<file path="config.mk">
export PLATFORM = sky130hd
export DESIGN_NAME = peak_decay_level_meter
export DESIGN_NICKNAME = d
export VERILOG_FILES = /design/src/sv/pdlm_pkg.sv /design/src/sv/pdlm_log2.sv /design/src/sv/pdlm_db_conv.sv /design/src/sv/pdlm_bar_scale.sv /design/src/sv/peak_decay_level_meter.sv
export SDC_FILE = /design/constraint.sdc
export NUM_CORES = 2
export LEC_CHECK = 0
export ABC_AREA = 1
export BUFFER_PORTS_ARGS = -buffer_cell sky130_fd_sc_hd__buf_2
export CAP_MARGIN = 10
export CELL_PAD_IN_SITES_DETAIL_PLACEMENT = 2
export CELL_PAD_IN_SITES_GLOBAL_PLACEMENT = 2
export CORE_AREA = 2 2 396 437
export CTS_CLUSTER_DIAMETER = 100
export DETAILED_ROUTE_END_ITERATION = 6
export DIE_AREA = 0 0 398 439
export PLACE_DENSITY_LB_ADDON = 0.1
export SYNTH_ARGS = -nofsm -noshare
export SYNTH_HDL_FRONTEND = slang
export SYNTH_HIERARCHICAL = 1
export SYNTH_SLANG_ARGS = --single-unit
export TNS_END_PERCENT = 1
</file>
<file path="constraint.sdc">
create_clock -name clk -period 11.75 [get_ports clk]
set_input_delay 0.5875 -clock clk [delete_from_list [all_inputs] [get_ports clk]]
set_output_delay 0.5875 -clock clk [all_outputs]
set_load 0.005 [all_outputs]
</file>
<file path="src/sv/pdlm_pkg.sv">
// Shared types and constants of the peak decay level meter.
// No dependencies; every module of the meter imports it.
package pdlm_pkg;

  localparam int PEAK_W     = 16;
  localparam int FALL_W     = 14;
  localparam int LVL_W      = 16;
  localparam int TOP_W      = 15;
  localparam int REQ_W      = 2;
  localparam int CFG_IDX_W  = 3;
  localparam int CFG_DATA_W = 16;
  localparam int E_W        = 4;

  // Request codes carried on tuser
  localparam logic [REQ_W-1:0] REQ_UPDATE     = 2'd0;
  localparam logic [REQ_W-1:0] REQ_INVALIDATE = 2'd1;
  localparam logic [REQ_W-1:0] REQ_RESET      = 2'd2;

  // Register indexes on the configuration channel
  localparam logic [CFG_IDX_W-1:0] REG_FLOOR_LEVEL  = 3'd0;
  localparam logic [CFG_IDX_W-1:0] REG_SCALE_BOTTOM = 3'd1;
  localparam logic [CFG_IDX_W-1:0] REG_SCALE_TOP    = 3'd2;
  localparam logic [CFG_IDX_W-1:0] REG_METER_HEIGHT = 3'd3;
  localparam logic [CFG_IDX_W-1:0] REG_MIN_BAR_PX   = 3'd4;

  // Register reset values
  localparam logic [LVL_W-1:0] FLOOR_RST        = 16'hA000;  // -24576
  localparam logic [LVL_W-1:0] SCALE_BOTTOM_RST = 16'hC400;  // -15360
  localparam logic [TOP_W-1:0] SCALE_TOP_RST    = 15'd1536;
  localparam int               METER_HEIGHT_RST = 200;
  localparam int               MIN_BAR_PX_RST   = 2;

  // Peak saturation value
  localparam logic [PEAK_W-1:0] PEAK_MAX = 16'd32768;

  // log2 by repeated squaring: Q30 mantissa, 24 fraction bits
  localparam int MANT_W   = 31;
  localparam int LOG_FRAC = 24;
  localparam int N_W      = E_W + LOG_FRAC;

  // 20*log10(2) in Q32, split into two partial-product coefficients
  localparam int               DB_K_LO_W = 18;
  localparam logic [34:0]      DB_K_Q32  = 35'd25858279730;
  localparam logic [DB_K_LO_W-1:0] DB_K_LO = DB_K_Q32[DB_K_LO_W-1:0];
  localparam logic [DB_K_LO_W-1:0] DB_K_HI = {1'b0, DB_K_Q32[34:DB_K_LO_W]};

  typedef enum logic [2:0] {
    ST_IDLE,
    ST_LOG,
    ST_MUL,
    ST_HOLD,
    ST_BAR_GO,
    ST_BAR,
    ST_DONE
  } pdlm_state_t;

endpackage

</file>
<file path="src/sv/pdlm_log2.sv">
// Serial log2 unit: normalises the peak, then squares the mantissa once per
// cycle and shifts one fraction bit per step into a shift register. Uses pdlm_pkg.
module pdlm_log2
  import pdlm_pkg::*;
(
  input  logic              clk,
  input  logic              rst,
  input  logic              start,
  input  logic [PEAK_W-1:0] peak,
  output logic              done,
  output logic [N_W-1:0]    n_log   // |log2(peak/32768)| in Q24
);

  localparam int CNT_W = $clog2(LOG_FRAC);
  localparam logic [4:0] TOP_BIT = 5'(MANT_W - 1);

  logic [PEAK_W-1:0]     pc;
  logic [E_W-1:0]        e;
  logic [MANT_W-1:0]     m_init;
  logic [2*MANT_W-1:0]   sq;
  logic [MANT_W:0]       sq_t;

  logic                  busy;
  logic [CNT_W-1:0]      cnt;
  logic [MANT_W-1:0]     mant;
  logic [LOG_FRAC-1:0]   frac;
  logic [E_W-1:0]        ipart;

  always_comb begin
    pc = (peak > PEAK_MAX) ? PEAK_MAX : peak;
    e  = '0;
    for (int i = 1; i < PEAK_W; i++) begin
      if (pc[i]) begin
        e = E_W'(i);
      end
    end
    m_init = MANT_W'(pc) << (TOP_BIT - {1'b0, e});
    sq     = {{MANT_W{1'b0}}, mant} * {{MANT_W{1'b0}}, mant};
    sq_t   = sq[2*MANT_W-1:MANT_W-1];
  end

  assign n_log = {ipart, {LOG_FRAC{1'b0}}} - N_W'(frac);

  always_ff @(posedge clk) begin
    if (rst) begin
      busy <= 1'b0;
      cnt  <= '0;
      done <= 1'b0;
    end else begin
      done <= 1'b0;
      if (start) begin
        busy <= 1'b1;
        cnt  <= '0;
      end else if (busy) begin
        cnt <= cnt + 1'b1;
        if (cnt == CNT_W'(LOG_FRAC - 1)) begin
          busy <= 1'b0;
          done <= 1'b1;
        end
      end
    end
  end

  always_ff @(posedge clk) begin
    if (start) begin
      mant  <= m_init;
      frac  <= '0;
      ipart <= E_W'(PEAK_W - 1) - e;
    end else if (busy) begin
      // square reached 2.0: halve and emit a one
      if (sq_t[MANT_W]) begin
        mant <= sq_t[MANT_W:1];
        frac <= {frac[LOG_FRAC-2:0], 1'b1};
      end else begin
        mant <= sq_t[MANT_W-1:0];
        frac <= {frac[LOG_FRAC-2:0], 1'b0};
      end
    end
  end

endmodule

</file>
<file path="src/sv/pdlm_db_conv.sv">
// Converts the Q24 log2 magnitude to dBFS: two partial products of N*K,
// round half away from zero, cap and negate. Uses pdlm_pkg.
module pdlm_db_conv
  import pdlm_pkg::*;
#(
  parameter int DB_FRAC_BITS = 8
) (
  input  logic             clk,
  input  logic             rst,
  input  logic             start,
  input  logic [N_W-1:0]   n_log,
  output logic             done,
  output logic [LVL_W-1:0] db_level
);

  localparam int          SH     = 56 - DB_FRAC_BITS;
  localparam logic [63:0] RND    = 64'd1 << (SH - 1);
  localparam int          PROD_W = N_W + DB_K_LO_W;
  localparam logic [LVL_W:0] MAG_MAX = 17'd32768;

  logic                 busy;
  logic [1:0]           step;
  logic [DB_K_LO_W-1:0] coef;
  logic [PROD_W-1:0]    prod_c;
  logic [PROD_W-1:0]    prod;
  logic [63:0]          acc;
  logic [63:0]          mag;
  logic [LVL_W:0]       mag_c;
  logic [LVL_W:0]       neg;

  always_comb begin
    coef   = (step == 2'd0) ? DB_K_LO : DB_K_HI;
    prod_c = {{DB_K_LO_W{1'b0}}, n_log} * {{N_W{1'b0}}, coef};
    mag    = acc >> SH;
    mag_c  = (mag > 64'(MAG_MAX)) ? MAG_MAX : mag[LVL_W:0];
    neg    = '0 - mag_c;
  end

  assign db_level = neg[LVL_W-1:0];

  always_ff @(posedge clk) begin
    if (rst) begin
      busy <= 1'b0;
      step <= '0;
      done <= 1'b0;
    end else begin
      done <= 1'b0;
      if (start) begin
        busy <= 1'b1;
        step <= '0;
      end else if (busy) begin
        step <= step + 1'b1;
        if (step == 2'd2) begin
          busy <= 1'b0;
          done <= 1'b1;
        end
      end
    end
  end

  always_ff @(posedge clk) begin
    if (busy) begin
      case (step)
        2'd0: begin
          prod <= prod_c;
        end
        2'd1: begin
          acc  <= 64'(prod) + RND;
          prod <= prod_c;
        end
        default: begin
          // add the high partial product at its weight
          acc <= acc + (64'(prod) << DB_K_LO_W);
        end
      endcase
    end
  end

endmodule

</file>
<file path="src/sv/pdlm_bar_scale.sv">
// Bar scaling unit: one multiply, then a restoring divider that yields one
// quotient bit per cycle, cap and minimum-bar test. Uses pdlm_pkg.
module pdlm_bar_scale
  import pdlm_pkg::*;
#(
  parameter int PX_BITS = 10
) (
  input  logic                    clk,
  input  logic                    rst,
  input  logic                    start,
  input  logic signed [LVL_W-1:0] level,
  input  logic signed [LVL_W-1:0] scale_bottom,
  input  logic signed [TOP_W-1:0] scale_top,
  input  logic [PX_BITS-1:0]      meter_height,
  input  logic [PX_BITS-1:0]      min_bar_px,
  output logic                    done,
  output logic [PX_BITS-1:0]      bar_px
);

  localparam int PROD_W = LVL_W + PX_BITS;
  localparam int REM_W  = PX_BITS + 19;
  localparam int DVS_W  = LVL_W + 1;
  localparam int CNT_W  = $clog2(PX_BITS + 1);

  logic [LVL_W:0]       span_c;
  logic [LVL_W:0]       diff_c;
  logic                 above;
  logic                 span_pos;
  logic [PROD_W-1:0]    prod_c;
  logic [REM_W-1:0]     nm_c;
  logic [DVS_W-1:0]     dvs;
  logic [REM_W-1:0]     dlim;
  logic                 ge;
  logic [PX_BITS-1:0]   base;

  logic                 busy;
  logic [CNT_W-1:0]     cnt;
  logic [PROD_W-1:0]    prod;
  logic [REM_W-1:0]     rem;
  logic [REM_W-1:0]     dsh;
  logic [PX_BITS-1:0]   q;
  logic                 ovf;

  always_comb begin
    span_c   = {{2{scale_top[TOP_W-1]}}, scale_top}
             - {scale_bottom[LVL_W-1], scale_bottom};
    diff_c   = {level[LVL_W-1], level} - {scale_bottom[LVL_W-1], scale_bottom};
    above    = level > scale_bottom;
    span_pos = !span_c[LVL_W] && (span_c != '0);
    prod_c   = {{PX_BITS{1'b0}}, diff_c[LVL_W-1:0]} * {{LVL_W{1'b0}}, meter_height};
    // numerator 2*num + span over divisor 2*span gives half-up rounding
    nm_c     = REM_W'({prod, 1'b0}) + REM_W'(span_c[LVL_W-1:0]);
    dvs      = {span_c[LVL_W-1:0], 1'b0};
    dlim     = REM_W'(dvs) << PX_BITS;
    ge       = rem >= dsh;
    base     = (!span_pos || ovf || (q > meter_height)) ? meter_height : q;
    bar_px   = (!above || (base < min_bar_px)) ? '0 : base;
  end

  always_ff @(posedge clk) begin
    if (rst) begin
      busy <= 1'b0;
      cnt  <= '0;
      done <= 1'b0;
    end else begin
      done <= 1'b0;
      if (start) begin
        busy <= 1'b1;
        cnt  <= '0;
      end else if (busy) begin
        cnt <= cnt + 1'b1;
        if (cnt == CNT_W'(PX_BITS)) begin
          busy <= 1'b0;
          done <= 1'b1;
        end
      end
    end
  end

  always_ff @(posedge clk) begin
    if (start) begin
      prod <= prod_c;
    end else if (busy) begin
      if (cnt == '0) begin
        rem <= nm_c;
        dsh <= REM_W'(dvs) << (PX_BITS - 1);
        ovf <= nm_c >= dlim;
      end else begin
        if (ge) begin
          rem <= rem - dsh;
        end
        dsh <= dsh >> 1;
        q   <= {q[PX_BITS-2:0], ge};
      end
    end
  end

endmodule

</file>
<file path="src/sv/peak_decay_level_meter.sv">
// Peak decay level meter. An update with a non-zero peak runs the 24-step
// squaring loop of the log unit, the dB conversion and the bit-per-cycle bar
// divider; a zero peak skips the log and dB units, other requests go straight
// to the result. No new item is taken until the result is in the output
// register. Synchronous reset restores the register defaults, the floor as
// held level and a valid empty bar.
module peak_decay_level_meter
  import pdlm_pkg::*;
#(
  parameter int DB_FRAC_BITS = 8,
  parameter int PX_BITS      = 10
) (
  input  logic                              clk,
  input  logic                              rst,
  input  logic                              s_tvalid,
  output logic                              s_tready,
  input  logic [31:0]                       s_tdata,   // peak, fall_step
  input  logic [REQ_W-1:0]                  s_tuser,   // req_type
  output logic                              m_tvalid,
  input  logic                              m_tready,
  // target_level, held_level, bar_px, bar_changed
  output logic [((PX_BITS+40)/8)*8-1:0]     m_tdata,
  input  logic                              cfg_valid,
  output logic                              cfg_ready,
  input  logic [CFG_IDX_W-1:0]              cfg_index,
  input  logic [CFG_DATA_W-1:0]             cfg_data
);

  localparam int OUT_W = ((PX_BITS + 40) / 8) * 8;
  localparam int RES_W = 2 * LVL_W + PX_BITS + 1;

  pdlm_state_t state, state_next;

  logic [LVL_W-1:0]   floor_level;
  logic [LVL_W-1:0]   scale_bottom;
  logic [TOP_W-1:0]   scale_top;
  logic [PX_BITS-1:0] meter_height;
  logic [PX_BITS-1:0] min_bar_px;

  logic [LVL_W-1:0]   level_hold;
  logic [PX_BITS-1:0] shown_px;
  logic               shown_valid;

  logic [REQ_W-1:0]   req_q;
  logic [FALL_W-1:0]  fall_q;
  logic               zero_q;
  logic [LVL_W-1:0]   target_q;

  logic [PEAK_W-1:0]  peak_in;
  logic               log_start, log_done;
  logic [N_W-1:0]     n_log;
  logic               db_start, db_done;
  logic [LVL_W-1:0]   db_level;
  logic               bar_start, bar_done;
  logic [PX_BITS-1:0] bar_px_u;
  logic               fin;

  logic [LVL_W-1:0]        tgt_c;
  logic signed [LVL_W+1:0] tgt18, fallen, floor18, lvl_a, lvl_c;

  logic [LVL_W-1:0]   res_target, res_held;
  logic [PX_BITS-1:0] res_px;
  logic               res_changed;

  assign peak_in   = s_tdata[PEAK_W-1:0];
  assign cfg_ready = 1'b1;

  pdlm_log2 u_log2 (
    .clk   (clk),
    .rst   (rst),
    .start (log_start),
    .peak  (peak_in),
    .done  (log_done),
    .n_log (n_log)
  );

  pdlm_db_conv #(
    .DB_FRAC_BITS (DB_FRAC_BITS)
  ) u_db_conv (
    .clk      (clk),
    .rst      (rst),
    .start    (db_start),
    .n_log    (n_log),
    .done     (db_done),
    .db_level (db_level)
  );

  pdlm_bar_scale #(
    .PX_BITS (PX_BITS)
  ) u_bar_scale (
    .clk          (clk),
    .rst          (rst),
    .start        (bar_start),
    .level        (level_hold),
    .scale_bottom (scale_bottom),
    .scale_top    (scale_top),
    .meter_height (meter_height),
    .min_bar_px   (min_bar_px),
    .done         (bar_done),
    .bar_px       (bar_px_u)
  );

  // Next state and sequencing
  always_comb begin
    state_next = state;
    s_tready   = 1'b0;
    log_start  = 1'b0;
    db_start   = 1'b0;
    bar_start  = 1'b0;
    fin        = 1'b0;
    case (state)
      ST_IDLE: begin
        s_tready = 1'b1;
        if (s_tvalid) begin
          if (s_tuser == REQ_UPDATE) begin
            if (peak_in == '0) begin
              state_next = ST_HOLD;
            end else begin
              log_start  = 1'b1;
              state_next = ST_LOG;
            end
          end else begin
            state_next = ST_DONE;
          end
        end
      end
      ST_LOG: begin
        if (log_done) begin
          db_start   = 1'b1;
          state_next = ST_MUL;
        end
      end
      ST_MUL: begin
        if (db_done) begin
          state_next = ST_HOLD;
        end
      end
      ST_HOLD: begin
        state_next = ST_BAR_GO;
      end
      ST_BAR_GO: begin
        bar_start  = 1'b1;
        state_next = ST_BAR;
      end
      ST_BAR: begin
        if (bar_done) begin
          state_next = ST_DONE;
        end
      end
      ST_DONE: begin
        // hold the finished result until the output register is free
        if (!m_tvalid || m_tready) begin
          fin        = 1'b1;
          state_next = ST_IDLE;
        end
      end
      default: begin
        state_next = ST_IDLE;
      end
    endcase
  end

  // Held level after decay and floor clamp
  always_comb begin
    tgt_c   = zero_q ? floor_level : db_level;
    tgt18   = {{2{tgt_c[LVL_W-1]}}, tgt_c};
    floor18 = {{2{floor_level[LVL_W-1]}}, floor_level};
    fallen  = {{2{level_hold[LVL_W-1]}}, level_hold} - {4'b0, fall_q};
    lvl_a   = (tgt18 > fallen) ? tgt18 : fallen;
    lvl_c   = (lvl_a < floor18) ? floor18 : lvl_a;
  end

  // Result fields per request
  always_comb begin
    res_target  = floor_level;
    res_held    = floor_level;
    res_px      = '0;
    res_changed = 1'b0;
    case (req_q)
      REQ_UPDATE: begin
        res_target  = target_q;
        res_held    = level_hold;
        res_px      = bar_px_u;
        res_changed = !shown_valid || (bar_px_u != shown_px);
      end
      REQ_INVALIDATE: begin
        res_changed = 1'b0;
      end
      REQ_RESET: begin
        res_changed = !shown_valid || (shown_px != '0);
      end
      default: begin
        res_held = level_hold;
        res_px   = shown_px;
      end
    endcase
  end

  always_ff @(posedge clk) begin
    if (rst) begin
      state        <= ST_IDLE;
      m_tvalid     <= 1'b0;
      floor_level  <= FLOOR_RST;
      scale_bottom <= SCALE_BOTTOM_RST;
      scale_top    <= SCALE_TOP_RST;
      meter_height <= PX_BITS'(METER_HEIGHT_RST);
      min_bar_px   <= PX_BITS'(MIN_BAR_PX_RST);
      level_hold   <= FLOOR_RST;
      shown_px     <= '0;
      shown_valid  <= 1'b1;
    end else begin
      state <= state_next;

      if (fin) begin
        m_tvalid <= 1'b1;
      end else if (m_tready) begin
        m_tvalid <= 1'b0;
      end

      if (cfg_valid) begin
        case (cfg_index)
          REG_FLOOR_LEVEL:  floor_level  <= cfg_data;
          REG_SCALE_BOTTOM: scale_bottom <= cfg_data;
          REG_SCALE_TOP:    scale_top    <= cfg_data[TOP_W-1:0];
          REG_METER_HEIGHT: meter_height <= cfg_data[PX_BITS-1:0];
          REG_MIN_BAR_PX:   min_bar_px   <= cfg_data[PX_BITS-1:0];
          default: begin
          end
        endcase
      end

      if (state == ST_HOLD) begin
        level_hold <= lvl_c[LVL_W-1:0];
      end else if (fin && ((req_q == REQ_INVALIDATE) || (req_q == REQ_RESET))) begin
        level_hold <= floor_level;
      end

      if (fin) begin
        case (req_q)
          REQ_UPDATE: begin
            shown_px    <= bar_px_u;
            shown_valid <= 1'b1;
          end
          REQ_INVALIDATE: begin
            shown_valid <= 1'b0;
          end
          REQ_RESET: begin
            shown_px    <= '0;
            shown_valid <= 1'b1;
          end
          default: begin
          end
        endcase
      end
    end
  end

  always_ff @(posedge clk) begin
    if (s_tvalid && s_tready) begin
      req_q  <= s_tuser;
      fall_q <= s_tdata[PEAK_W+FALL_W-1:PEAK_W];
      zero_q <= (peak_in == '0);
    end
    if (state == ST_HOLD) begin
      target_q <= tgt_c;
    end
    if (fin) begin
      m_tdata <= OUT_W'(RES_W'({res_changed, res_px, res_held, res_target}));
    end
  end

endmodule

</file>
==> run summary <==
status - complete, no violations
Post-layout nets - 11,100
CP endpoint kind - register
YS warnings - 6
die height - 439 µm
DRT Pass-1 Iters - 7
GR Overflow Total - 0
vias in the first global route - 74,500
die area - 0.175 mm²
hold_buf cts - 0
Worst Skew - 0.0333 ns
Final Cycle Share - 0.821
WL met2 - 151,000 µm
I/O Buffers - 100
Avg Cell Area, Syn - 7.85 µm²
crit path kind - register to register
Die X-Extent - 398 µm
most common cell after layout, fill and taps aside - inv_1
CP startpoint kind - register
critical path's slowest cell - edfxtp_1
clk slew on worst S/H paths - 0.06 ns
Syn Inst Count - 9,259
Slew HR - 0.153
reg2reg start - u_log2/mant[10]
row cnt - 159
EDFF count, synth - 295
largest net degree at the start of global routing - 78
synthesized flop and latch total - 434
share of the synthesized area in the top cell type - 0.283
Core ar. - 0.170 mm²
Fin Setup TNS - 0 ns
Worst Tran Pin Value - 1.27 ns
initial antenna violation count - 2
synth top area cells - fa_1, ha_1, inv_1
most frequent cells in the layout - inv_1, nand2_1, fa_1
WL met1 - 106,000 µm
routed len/inst - 24.2 µm
highest metal used - met5
worst r2r path cells - 32
DRC Markers - 0
Async S/R FF share, synth - 0
wire length on met3 - 8230 µm
fmax - 104 MHz
WL final - 281,000 µm
worst-skew pair later-pin latency - 0.71 ns
Sink Count - 434
most used cell, CP - fa_1
cts bufs inserted - 56
post-CTS setup buffers - 0
CP startpoint - u_log2/mant[10]
hold_sp - s_tdata[17]
GRT Total Usage - 0.325
first-pass GRT wire length - 436,000 µm
total number of vias - 62,200
worst path required time - 12.20 ns
Synth Cell Area - 0.0727 mm²
max_cap viols - 0
post-cts sizing count - 0
Post-DRT Antenna Nets - 0
largest area contributor in the netlist - fa_1
Boundary Pins - 109
CTS max path bufs - 3
initial core utilization - 0.427
Vias/cell - 5.36
H-tree level count - 2
Tmin final - 9.65 ns
RSZ-0062 raised after global routing - no
Layout area overhead - 6.94%
CP peak stage delay - 1.07 ns
Final Hold Vio Count - 0
CTS tree - built
count of final setup violators - 0
Hold Path Class - input pin to register
worst hold stages - 1
most frequently used flop master after synthesis - edfxtp_1
HPWL Detailed - 238,000 µm
library cells used by synthesis - 74
ratio of cells with drive above 1 in the final layout - 0.0546
Max Transition Viols Final - 0
initial drt markers - 2,436
Clock Root Buffer - clkbuf_16
critical path arrival - 10.09 ns
sequential fraction of the synthesis area - 0.160
Worst Path Max Fanout - 32
routability cong. - 0.885
-- sequential cells by signal (all words and copies together) (netlist names), 24 cells and up --
| register | flops |
|---|---|
| u_log2/mant | 31 |
| u_bar_scale/prod | 26 |
| m_tdata | 43 |
| u_log2/frac | 24 |
| u_bar_scale/dsh | 26 |
| u_db_conv/acc | 46 |
| u_bar_scale/rem | 29 |
| u_db_conv/prod | 46 |
-- critical path, delay by kind of cell, from the launching register on --
| family | cells | cell delay (ns) |
|---|---|---|
| simple gates | 7 | 0.89 |
| flops | 1 | 1.07 |
| buf+inv | 9 | 1.81 |
| compound gates | 7 | 1.22 |
| fa+ha+maj | 9 | 4.36 |
-- layer usage --
metal / global-route usage / vias up
li1: - / 28200
met1: 0.354 / 32000
met2: 0.624 / 1295
met3: 0.0319 / 724
met4: 0.158 / 2
met5: 0 / -
-- metrics by stage --
| step | utilization | hold WS [ns] | worst slack [ns] | std cells | cell area, µm² |
|---|---|---|---|---|---|
| 2_1_floorplan | - | 0.427 | 4.41 | 9290 | 72800 |
| 5_1_grt | 0.457 | 0.0432 | 1.74 | 11600 | 77700 |
| 4_1_cts | 0.457 | 0.00917 | 2.14 | 11600 | 77700 |
| 3_3_place_gp | 0.445 | 0.439 | 2.44 | 11500 | 75700 |
| 3_5_place_dp | 0.445 | 0.449 | 2.15 | 11500 | 75700 |
| 6_report | 0.457 | 0.0573 | 2.10 | 11600 | 77700 |
-- final cells by class --
cell class / instances / area, µm²
tap: 2254 / 2820
clock buffer: 63 / 1480
clock inverter: 41 / 517
sequential: 434 / 11600
inverter: 2401 / 9010
multi-input combinational: 6231 / 51300
timing repair buffer: 167 / 1000
antenna: 4 / 10.0
fill: 19700 / 92300
-- path summary, 6_finish.rpt --
path / to / slack (ns)
hold reg to reg: scale_bottom[15] / 0.46
setup / recovery: u_log2/mant[15] / 2.10
hold / removal: fall_q[1] / 0.06
setup reg to reg: u_log2/mant[15] / 2.10
-- cell usage after synthesis, types with 32 or more instances --
cell type	instances
ha_1	761
nor2_1	656
clkbuf_1	161
a21oi_1	400
xor2_1	142
xnor2_1	70
fa_1	1029
dfxtp_1	139
nand4_1	65
o22ai_1	32
edfxtp_1	295
nand2_2	56
inv_1	2364
o21ai_0	318
nand2_1	1898
nor3_1	61
nand3_1	323
-- logic make-up after synthesis --
family | count (synthesis) | synth area share
AO/OA/AOI/OAI | 969 | 0.0753
XOR/XNOR | 214 | 0.0260
adder cells (fa/ha/maj) | 1790 | 0.414
buffers and inverters | 2625 | 0.137
flip-flops | 434 | 0.160
other | 4 | 0.000206
AND/OR/NAND/NOR | 3223 | 0.187
Power is not shown: default switching activity piles up to over one toggle a cycle in this logic, so the estimate is an artifact.
